### src/hsfrf_fifo_ctrl.sv
// ----------------------------------------------------------------------------
// hsfrf_fifo_ctrl
// ring pointers and fill count; oldest sample dropped on a full push
// ----------------------------------------------------------------------------
module hsfrf_fifo_ctrl #(
  parameter int DEPTH  = 8192,
  parameter int ADDR_W = 13,
  parameter int CNT_W  = 14
) (
  input  logic              clk,
  input  logic              rst_n,
  input  logic              push,
  input  logic              pop,
  output logic [ADDR_W-1:0] wr_ptr,
  output logic [ADDR_W-1:0] rd_ptr,
  output logic              not_empty
);

  localparam logic [ADDR_W-1:0] PTR_TOP = ADDR_W'(DEPTH - 1);
  localparam logic [CNT_W-1:0]  CNT_MAX = CNT_W'(DEPTH);

  logic [ADDR_W-1:0] wr_ptr_r, wr_ptr_nxt;
  logic [ADDR_W-1:0] rd_ptr_r, rd_ptr_nxt;
  logic [CNT_W-1:0]  fill_r,   fill_nxt;
  logic [ADDR_W-1:0] wr_ptr_inc, rd_ptr_inc;

  // wrapping increments
  assign wr_ptr_inc = (wr_ptr_r == PTR_TOP) ? '0 : wr_ptr_r + 1'b1;
  assign rd_ptr_inc = (rd_ptr_r == PTR_TOP) ? '0 : rd_ptr_r + 1'b1;

  // pointer and count update; push and pop never coincide
  always_comb begin
    wr_ptr_nxt = wr_ptr_r;
    rd_ptr_nxt = rd_ptr_r;
    fill_nxt   = fill_r;
    priority if (push) begin
      wr_ptr_nxt = wr_ptr_inc;
      if (fill_r < CNT_MAX) begin
        fill_nxt = fill_r + 1'b1;
      end else begin
        rd_ptr_nxt = rd_ptr_inc;
      end
    end else if (pop) begin
      rd_ptr_nxt = rd_ptr_inc;
      fill_nxt   = fill_r - 1'b1;
    end else begin
      fill_nxt = fill_r;
    end
  end

  always_ff @(posedge clk) begin
    if (!rst_n) begin
      wr_ptr_r <= '0;
      rd_ptr_r <= '0;
      fill_r   <= '0;
    end else begin
      wr_ptr_r <= wr_ptr_nxt;
      rd_ptr_r <= rd_ptr_nxt;
      fill_r   <= fill_nxt;
    end
  end

  assign wr_ptr    = wr_ptr_r;
  assign rd_ptr    = rd_ptr_r;
  assign not_empty = (fill_r != '0);

endmodule

### config.mk
export PLATFORM = sky130hd
export DESIGN_NAME = hsfrf_fifo_ctrl
export DESIGN_NICKNAME = d
export VERILOG_FILES = /design/src/hsfrf_fifo_ctrl.sv
export SDC_FILE = /design/constraint.sdc
export NUM_CORES = 1
export LEC_CHECK = 0
export BUFFER_PORTS_ARGS = -buffer_cell sky130_fd_sc_hd__buf_2
export CAP_MARGIN = 20
export CORE_MARGIN = 2
export CORE_UTILIZATION = 35
export CTS_CLUSTER_SIZE = 14
export DETAILED_ROUTE_END_ITERATION = 8
export MAX_ROUTING_LAYER = met4
export SYNTH_ARGS = -nofsm -noshare
export SYNTH_HDL_FRONTEND = slang
export SYNTH_SLANG_ARGS = --single-unit
### constraint.sdc
create_clock -name clk -period 2.1 [get_ports clk]
set_input_delay 0.42 -clock clk [delete_from_list [all_inputs] [get_ports clk]]
set_output_delay 0.42 -clock clk [all_outputs]
set_load 0.02 [all_outputs]
==> summary.txt <==
Status
  • Status: finished, final reports clean

Flow run
  • Max-cap violations: 0

Clock network
  • Postcts setup bufs: 0
  • CTS clk-pin slew, worst paths: 0.09 ns
  • Post-CTS sizing: 0
  • Clock latency on the worst-skew pair: 0.30 ns
  • CTS root buffer: clkbuf_8
  • CTS Buf Count: 5
  • CTS Buffer Depth: 2
  • Clock Sinks: 40
  • H-tree depth: 2
  • Hold_buf cts: 0
  • CTS tree: done

Die
  • Initial core utilization: 36.52%
  • DIE WIDTH: 88.43 um
  • Core footprint: 6832 sq um
  • Die area: 7820 sq um
  • Die Ht: 88.43 um
  • Row count: 30
  • Boundary pin count: 31

STA
  • Slew headroom: 71.10%
  • Maximum clock frequency: 0.5209 GHz
  • Max-slew violations: 0
  • Part of the cycle the worst path needs: 91.42%
  • Slew @ Worst Pin: 0.4335 ns
  • Clock skew: 0.004580 ns
  • Fin crit period: 1.920 ns
  • Final setup viols: 0
  • Fin. Hold Viols: 0
  • RSZ-0062 raised after global routing: false

Hold path
  • Hold depth: 2
  • Min-delay worst type: flip-flop to flip-flop
  • Hold path endpoint: fill_r[5]
  • Hold Path Origin: fill_r[5]

Setup path
  • Reg-to-Reg End: fill_r[9]
  • Startpoint Class: flip-flop
  • CP required: 2.30 ns
  • Internal reg-to-reg setup slack: 0.18 ns
  • Kind of critical path: flip-flop to flip-flop
  • Critical path peak fanout: 6
  • Reg2Reg Depth: 6
  • CP Launch Point: fill_r[4]
  • Worst reg2reg path startpoint: fill_r[4]
  • CP arrival: 2.12 ns
  • Crit. End Element: flip-flop

Cells and area
  • Diodes inserted: 0
  • Finished Cell Area: 3103 sq um
  • Share of cells above drive strength 1: 24.51%
  • Nets: 377
  • Synth-to-layout area growth: 24.37%

GRT
  • Vias in the first global route: 2,249
  • First-pass GRT wire length: 10,320 um
  • Number of antenna violations at the first check in global routing: 0
  • Largest net degree at the start of global routing: 20
  • Overflow after GRT: 0
  • GRT Util Overall: 17.30%

Routing
  • Antenna violation net count after detailed routing: 0
  • Drt total wl: 6016 um
  • DR iter-0 viols: 83
  • Vias/cell: 5.112
  • Drt drc: 0
  • Avg WL per Cell: 13.22 um
  • Drt pass-1 iters: 4
  • Vias post-DR: 2,326

Synthesis
  • Adder-Cell Fraction of Synth Area: 7.823%
  • Most frequent cells after synthesis: dfxtp_1, nand2_1, nor2_1, a21oi_1, ha_1
  • Cell with the most instances after synthesis: dfxtp_1
  • Ys flop type: dfxtp_1
  • Share of the synthesized area in the top cell type: 32.10%
  • Synth top area cells: dfxtp_1, ha_1, nand2_1, nor2_1, xnor2_1
  • Mapped Avg Cell Area: 8.486 sq um
  • EDFF count, synth: 0
  • Post-synth top area cell: dfxtp_1
  • Post-Synth XOR/XNOR Area: 8.074%
  • Ys async rst share: 0%
  • Synth Instances: 294
  • Main combinational cell family by area after synthesis: simple AND/OR/NAND/NOR gates
  • Mux share of post-synthesis cell area: 2.658%
  • Synth warn: 0
  • Mapped Nets: 313
  • Post-Syn Area: 2495 sq um
  • Post-synthesis cell type count: 60
  • Sequential area share after synthesis: 32.10%
  • Synthesis-stage register bit count: 40
  • Compound-Gate Fraction of Synth Area: 18.91%
  • Simple-gate area share of the yosys netlist: 27.08%

Place
  • I/O Buffers: 30
  • Placed Area: 2992 sq um
  • Post-DP HPWL: 4593 um
  • Routability congestion estimate: 0.8871

Power and ir drop
  • Leakage Power: 1.342 nW
  • Maximum VDD drop: 0.0004501 V
  • Pwr/cell area: 959.1 nW/um^2
  • Final Power: 2.976 mW
## kinds of logic (layout without fill, tap and decap cells)
logic type      Yosys count  count (layout)
fa+ha+maj                15              15
simple gates            124             124
compound gates           67              67
mux                       6               6
flops                    40              40
buf+inv                  19              84
xor+xnor                 23              23
## state kept, by name, indices dropped and copies added, names as in the netlist
signal	count
rd_ptr	13
fill_r	14
wr_ptr	13
## layout by cell type (no fill, tap or decap), types with 10 or more instances in the layout
master   instances
xnor2_1         12
ha_1            14
o21ai_0         13
xor2_1          11
nand2_1         32
a21oi_1         19
buf_2           30
nor2_1          32
nor3_1          10
buf_4           36
dfxtp_1         40
## how the worst max path moves through the flow
stage	endpoint	slack, ns	cells after the start
after floorplan	fill_r[9]	0.07	7
after global placement	fill_r[9]	-0.05	8
after detailed placement	fill_r[10]	-0.09	8
after CTS	fill_r[4]	0.17	8
after global routing	fill_r[4]	0.04	8
final	fill_r[9]	0.18	6
## worst max-delay path, stage by stage, from the launching register on
cell	delay, ns
dfxtp_1	0.35
ha_1	0.35
a21oi_1	0.21
nand2_1	0.12
o211a_1	0.25
o2111a_1	0.23
a311o_1	0.30
## stage by stage
step	util, %	hold slack [ns]	worst slack (ns)	instances	TNS [ns]
2_1_floorplan	-	0.4482	0.07041	294	0
3_3_place_gp	43.79	0.4722	-0.05468	447	-0.2108
3_5_place_dp	43.79	0.4769	-0.08847	447	-0.3489
4_1_cts	45.42	0.4911	0.1650	455	0
5_1_grt	45.42	0.5269	0.04159	455	0
6_report	45.42	0.4845	0.1802	455	0
## routing by layer
layer	routed length [um]	global-route usage [%]	up-vias
met5	0	-	-
li1	-	-	1206
met2	2728	27.48	34
met3	208	4.478	9
met1	2993	21.86	1077
met4	85	4.683	0
## report_power, final
part / switching [mW] / internal [mW] / total (mW)
sequential: 0.129 / 0.875 / 1.00
clock: 0.295 / 0.352 / 0.646
combinational: 0.675 / 0.651 / 1.33
## area by class of cell
class / instances / area, sq um
clock inverters: 3 / 42.54
clock buffers: 5 / 68.82
flip-flops and latches: 40 / 800.8
fillers: 699 / 3729
well taps: 96 / 120.1
inverters: 10 / 40.04
multi-input cells: 235 / 1610
repair buffers: 66 / 420.4
No activity file was read; power rests on OpenSTA's default activity.
