===== config.mk =====
export PLATFORM = sky130hd
export DESIGN_NAME = hsfrf_framer
export DESIGN_NICKNAME = d
export VERILOG_FILES = /design/src/hsfrf_pkg.sv /design/src/hsfrf_framer.sv
export SDC_FILE = /design/constraint.sdc
export NUM_CORES = 1
export LEC_CHECK = 0
export ABC_AREA = 1
export ABC_CLOCK_PERIOD_IN_PS = 4500
export BUFFER_PORTS_ARGS = -buffer_cell sky130_fd_sc_hd__buf_2
export CORE_UTILIZATION = 56
export CTS_CLUSTER_DIAMETER = 200
export DETAILED_ROUTE_END_ITERATION = 8
export PLACE_DENSITY = 0.75
export SLEW_MARGIN = 25
export SYNTH_ARGS = -nofsm -noshare
export SYNTH_HDL_FRONTEND = slang
export SYNTH_SLANG_ARGS = --single-unit

===== constraint.sdc =====
create_clock -name clk -period 4.5 [get_ports clk]
set_input_delay 0.225 -clock clk [delete_from_list [all_inputs] [get_ports clk]]
set_output_delay 0.225 -clock clk [all_outputs]
set_load 0.02 [all_outputs]

===== src/hsfrf_pkg.sv =====
// ----------------------------------------------------------------------------
// hsfrf_pkg
// shared constants and helper functions for the haptic report framer
// ----------------------------------------------------------------------------
package hsfrf_pkg;

  // input commands
  localparam logic CMD_PUSH = 1'b0;
  localparam logic CMD_TICK = 1'b1;

  // report byte positions
  localparam logic [7:0] POS_ID        = 8'd0;
  localparam logic [7:0] POS_SEQ       = 8'd1;
  localparam logic [7:0] POS_CFG_HDR   = 8'd2;
  localparam logic [7:0] POS_CFG_LEN   = 8'd3;
  localparam logic [7:0] POS_CFG_FE    = 8'd4;
  localparam logic [7:0] POS_CFG_FF    = 8'd9;
  localparam logic [7:0] POS_FRAME     = 8'd10;
  localparam logic [7:0] POS_AUD_HDR   = 8'd11;
  localparam logic [7:0] POS_AUD_LEN   = 8'd12;
  localparam logic [7:0] POS_AUD_FIRST = 8'd13;
  localparam logic [7:0] POS_AUD_LAST  = 8'd76;
  localparam logic [7:0] POS_CRC       = 8'd137;
  localparam logic [7:0] POS_LAST      = 8'd140;

  // report byte values
  localparam logic [7:0] REPORT_ID  = 8'h32;
  localparam logic [7:0] CFG_HDR    = 8'h45;  // (0x11 << 2) | 1
  localparam logic [7:0] CFG_LEN    = 8'd7;
  localparam logic [7:0] CFG_FE     = 8'hFE;
  localparam logic [7:0] CFG_FF     = 8'hFF;
  localparam logic [7:0] AUD_HDR    = 8'h49;  // (0x12 << 2) | 1
  localparam logic [7:0] AUD_LEN    = 8'd64;
  localparam logic [7:0] SILENCE    = 8'h80;

  // crc-32, reflected ieee
  localparam logic [31:0] CRC_INIT = 32'hFFFF_FFFF;
  localparam logic [31:0] CRC_POLY = 32'hEDB8_8320;

  // valid byte counts of a beat
  localparam logic [2:0] VB_FULL = 3'd4;
  localparam logic [2:0] VB_LAST = 3'd1;

  // one byte through the crc, bit at a time
  function automatic logic [31:0] crc_byte(input logic [31:0] crc_in,
                                           input logic [7:0] data);
    logic [31:0] c;
    c = crc_in ^ {24'h0, data};
    for (int b = 0; b < 8; b++) begin
      c = c[0] ? ((c >> 1) ^ CRC_POLY) : (c >> 1);
    end
    return c;
  endfunction

  // fixed report content; audio positions give the silence value
  function automatic logic [7:0] fixed_byte(input logic [7:0] pos,
                                            input logic [3:0] seq,
                                            input logic [7:0] frame);
    logic [7:0] v;
    v = 8'h00;
    if (pos >= POS_AUD_FIRST && pos <= POS_AUD_LAST) begin
      v = SILENCE;
    end else begin
      case (pos)
        POS_ID:      v = REPORT_ID;
        POS_SEQ:     v = {seq, 4'h0};
        POS_CFG_HDR: v = CFG_HDR;
        POS_CFG_LEN: v = CFG_LEN;
        POS_CFG_FE:  v = CFG_FE;
        POS_CFG_FF:  v = CFG_FF;
        POS_FRAME:   v = frame;
        POS_AUD_HDR: v = AUD_HDR;
        POS_AUD_LEN: v = AUD_LEN;
        default:     v = 8'h00;
      endcase
    end
    return v;
  endfunction

endpackage


===== src/hsfrf_framer.sv =====
// ----------------------------------------------------------------------------
// hsfrf_framer
// report sequencer: byte issue stage, byte/crc/packing stage, output register
// ----------------------------------------------------------------------------
module hsfrf_framer (
  input  logic        clk,
  input  logic        rst_n,
  input  logic        tick,
  output logic        busy,
  input  logic        not_empty,
  output logic        pop,
  input  logic [7:0]  rd_data,
  output logic        out_valid,
  input  logic        out_ready,
  output logic [31:0] out_word,
  output logic [2:0]  out_valid_bytes,
  output logic        out_last
);

  import hsfrf_pkg::*;

  // persistent counters
  logic [3:0]  seq_r;
  logic [7:0]  frame_r;
  // report being built
  logic [3:0]  rep_seq_r;
  logic [7:0]  rep_frame_r;
  // issue stage
  logic        active_r;
  logic [7:0]  idx_r;
  // byte stage
  logic        b_valid_r;
  logic [7:0]  b_idx_r;
  logic        b_mem_r;
  logic [7:0]  b_byte_r;
  logic [31:0] crc_r;
  logic [23:0] acc_r;
  // output register
  logic        out_valid_r;
  logic [31:0] out_word_r;
  logic [2:0]  out_vb_r;
  logic        out_last_r;

  logic        stall;
  logic        is_audio;
  logic [7:0]  issue_byte;
  logic [31:0] crc_final;
  logic [7:0]  crc_off;
  logic [7:0]  byte_val;
  logic [31:0] word_nxt;
  logic        emit;
  logic        b_last;

  // everything waits while a finished beat sits untaken
  assign stall = out_valid_r && !out_ready;

  // issue stage: at audio positions a sample is read when one is held, else fixed content
  assign is_audio   = (idx_r >= POS_AUD_FIRST) && (idx_r <= POS_AUD_LAST);
  assign pop        = active_r && !stall && is_audio && not_empty;
  assign issue_byte = fixed_byte(idx_r, rep_seq_r, rep_frame_r);

  // byte stage: pick the byte for this position
  assign crc_final = ~crc_r;
  assign crc_off   = b_idx_r - POS_CRC;
  always_comb begin
    priority if (b_idx_r >= POS_CRC) begin
      unique case (crc_off[1:0])
        2'd0:    byte_val = crc_final[7:0];
        2'd1:    byte_val = crc_final[15:8];
        2'd2:    byte_val = crc_final[23:16];
        default: byte_val = crc_final[31:24];
      endcase
    end else if (b_mem_r) begin
      byte_val = rd_data;
    end else begin
      byte_val = b_byte_r;
    end
  end

  // beat packing, lowest byte first
  assign b_last = (b_idx_r == POS_LAST);
  assign emit   = b_valid_r && !stall && ((b_idx_r[1:0] == 2'd3) || b_last);
  always_comb begin
    unique case (b_idx_r[1:0])
      2'd0:    word_nxt = {24'h0, byte_val};
      2'd1:    word_nxt = {16'h0, byte_val, acc_r[7:0]};
      2'd2:    word_nxt = {8'h0, byte_val, acc_r[15:0]};
      default: word_nxt = {byte_val, acc_r[23:0]};
    endcase
  end

  // control state
  always_ff @(posedge clk) begin
    if (!rst_n) begin
      seq_r       <= '0;
      frame_r     <= '0;
      active_r    <= 1'b0;
      idx_r       <= '0;
      b_valid_r   <= 1'b0;
      out_valid_r <= 1'b0;
    end else begin
      if (tick) begin
        active_r    <= 1'b1;
        idx_r       <= '0;
        seq_r       <= seq_r + 1'b1;
        frame_r     <= frame_r + 1'b1;
      end else if (active_r && !stall) begin
        idx_r <= idx_r + 1'b1;
        if (idx_r == POS_LAST) begin
          active_r <= 1'b0;
        end
      end
      if (!stall) begin
        b_valid_r <= active_r;
      end
      if (emit) begin
        out_valid_r <= 1'b1;
      end else if (out_ready) begin
        out_valid_r <= 1'b0;
      end
    end
  end

  // payload registers
  always_ff @(posedge clk) begin
    if (tick) begin
      rep_seq_r   <= seq_r;
      rep_frame_r <= frame_r;
    end
    if (active_r && !stall) begin
      b_idx_r  <= idx_r;
      b_mem_r  <= pop;
      b_byte_r <= issue_byte;
    end
    if (b_valid_r && !stall) begin
      acc_r <= word_nxt[23:0];
      if (b_idx_r == POS_ID) begin
        crc_r <= crc_byte(CRC_INIT, byte_val);
      end else if (b_idx_r < POS_CRC) begin
        crc_r <= crc_byte(crc_r, byte_val);
      end
    end
    if (emit) begin
      out_word_r <= word_nxt;
      out_vb_r   <= b_last ? VB_LAST : VB_FULL;
      out_last_r <= b_last;
    end
  end

  assign busy            = active_r || b_valid_r;
  assign out_valid       = out_valid_r;
  assign out_word        = out_word_r;
  assign out_valid_bytes = out_vb_r;
  assign out_last        = out_last_r;

endmodule


==> results.toml <==
[yosys]
yosys-top-cells-area = "edfxtp_1 45%, nand2_1 12%, dfxtp_1 5.8%, nand3_1 5.1%, inv_1 4.6%"
yosysTopAreaCell = "edfxtp_1"
async_reset_ff_share_pct = 0
yosys_warnings = 0
syn_area_per_cell_um2 = 8.68
synth_commonest_cells = "247 x nand2_1, 119 x edfxtp_1, 98 x inv_1, 81 x nand3_1, 76 x nor2_1"
synth_edf_count = 119
ys_ff_latch = 142
yosysMostFrequentCell = "nand2_1"
ys_seq_area_share_pct = 50.4
synth_flop_cell = "edfxtp_1"
synth_top_area_share_pct = 44.6
ys_types = 49
syn-num-nets = 942
syn_inst = 922
synthesis.area_um2 = 8010

[pwr]
power.total_w = 0.00357
ir_drop_mv = 0.291
cellPowerDensity_nw_per_um2 = 398
p_leak_nw = 3.93

[clock_network]
cts_buffers = 17
hold_buffers = 0
clkTransAtPathRegs_ns = 0.07
cts_setup_buffers = 0
root_buffer = "clkbuf_16"
cts.sinks = 142
htreeDepth = 4
cts_tree = "built"
cts_resized = 0
clock_path_buffers = 2
clk_latency_ns = 0.43

[sta]
setup_viol = 0
tightestPinTransition_ns = 0.899
finalCritPeriodShare_pct = 85.0
finalClockSkew_ns = 0.00954
setup_tns_ns = 0
rsz0062_at_grt = "no"
hold_viol_final = 0
layout_min_cycle_time_ns = 3.82
maxSlewViolCount = 0
relSlewSlack_pct = 39.7
max_freq_mhz = 261

[routing]
drtIter0Drc = 725
num_vias = 6582
drcViolationCount = 0
drt-total-wl_um = 19700
via_per_inst = 5.63
ant_nets = 0
first_pass_iters = 6
wire_per_inst_um = 16.8

[worst_setup_path]
worst_setup_path_end_kind = "flop"
crit_arrival_ns = 4.02
critPathMaxFanout = 20
path_buf_inv = 2
startpoint = "b_idx_r[1]$_DFFE_PP_"
critPathKind = "flop to flop"
crit_chain = "nor2_8, nand2_4, nor2_8, nor2_4, inv_2, o21ai_1, nand3_1, nand2_1, nand2_1, nand3_1, nand2_1, inv_1, nand2_1, nor2_1, nor2_1"
worst_path_largest_cell_delay_ns = 0.89
slowest_stage = "edfxtp_1"
cp_top_family = "simple AND/OR/NAND/NOR gates"
startpoint_type = "flop"
r2r-start = "b_idx_r[1]$_DFFE_PP_"
crit_top_cell = "nand2_1"
worstPathRequired_ns = 4.69

[placement]
dp_hpwl_um = 14000
dpl.cell_count = 1136
place.gp.congestion = 0.944
io_buffers = 50

[worst_hold_path]
min_from = "rst_n"
worstHoldPathType = "input port to flop"

[final_layout]
layout.nets = 996
diodes = 0
utilization_pct = 64.5
drive_gt1_share_pct = 15.4
fin_cells = 1169
synthToLayoutAreaGrowth_pct = 12.2

[global_route]
gr-total-overflow = 0
grtUsageTotal_pct = 28.3
grt_pass1_wl_um = 31100
grt_antenna_before_repair = 0
grt_pass1_vias = 6068
grt_max_degree = 36

[floorplan]
die_w_um = 122
row_count = 43
dieHeight_um = 122
ios = 52
fp.dieArea_um2 = 14800
core_region_area_um2 = 13900
initial_core_util_pct = 57.4

[outcome]
status = "complete, no violations"

[flow_run]
maxCapViolations = 0
flip-flops by register name, indices dropped and copies added (netlist names):
name             cells
acc_r               24
active_r             1
b_byte_r             8
b_idx_r              8
b_mem_r              1
b_valid_r            1
crc_r               32
frame_r              8
idx_r                8
out_valid            1
out_valid_bytes      2
out_word            32
rep_frame_r          8
rep_seq_r            4
seq_r                4
layout make-up:
cell class	instances	area, µm²
tap	180	225
fill	1107	4950
timing repair buffer	56	315
clock inverter	14	114
clock buffer	18	429
sequential	142	4030
inverter	106	398
multi-input combinational	653	3470
path summary, 6_finish.rpt:
kind                         endpoint  depth (start not counted)  slack, ns
max               crc_r[19]$_DFFE_PP_                         15       0.68
min           frame_r[2]$_SDFFE_PN0P_                          3        0.1
max reg2reg       crc_r[19]$_DFFE_PP_                         15       0.68
min reg2reg  rep_frame_r[3]$_DFFE_PP_                          0       0.43
layout by cell type (no fill, tap or decap), types with 5 or more instances in the layout:
master	n
buf_2	50
xor2_1	35
nand4_1	10
nand2_1	247
a21oi_1	28
nor3_1	12
nand2_4	14
o21ai_1	9
inv_2	8
clkbuf_16	17
inv_1	98
nor2_1	74
nor2_2	5
nand2_2	19
o21ai_0	59
ha_1	7
edfxtp_1	119
o22ai_1	5
nand3_1	81
dfxtp_1	23
buf_4	5
metal layers:
layer	up-vias	global-route usage, %	wire length [µm]
met5	-	0	0
met4	0	16.7	816
met3	65	5.43	1540
met2	326	43.9	9070
met1	3019	37.1	8260
li1	3172	-	-
worst min-delay path, stage by stage:
cell and delay (ns):
buf_2 0.15, nand2_1 0.08, nor2_1 0.03
power breakdown:
group	leakage, nW	internal [W]	switching [W]	total (W)
clock network	0.260	0.000714	0.000588	0.00130
logic	2.37	0.000228	0.000498	0.000726
registers	1.30	0.00151	0.0000332	0.00154
metrics by stage:
stage          hold slack, ns  instance area [µm²]  setup WS, ns
6_report               0.0994                 8980         0.676
5_1_grt                 0.111                 8980         0.501
4_1_cts                0.0938                 8950         0.850
3_5_place_dp            0.416                 8410         0.861
3_3_place_gp            0.412                 8410         0.964
2_1_floorplan           0.337                 8010         0.579
logic make-up (layout without fill, tap and decap cells):
family,after synthesis,after routing,synth area share [%]
xor+xnor,47,47,6.17
fa+ha+maj,7,7,1.09
simple gates,475,475,27.1
compound gates,121,121,8.38
other cells,1,1,0.0468
mux,2,2,0.250
buf+inv,127,194,6.58
flops,142,142,50.4
(Power assumes the default switching activity.)
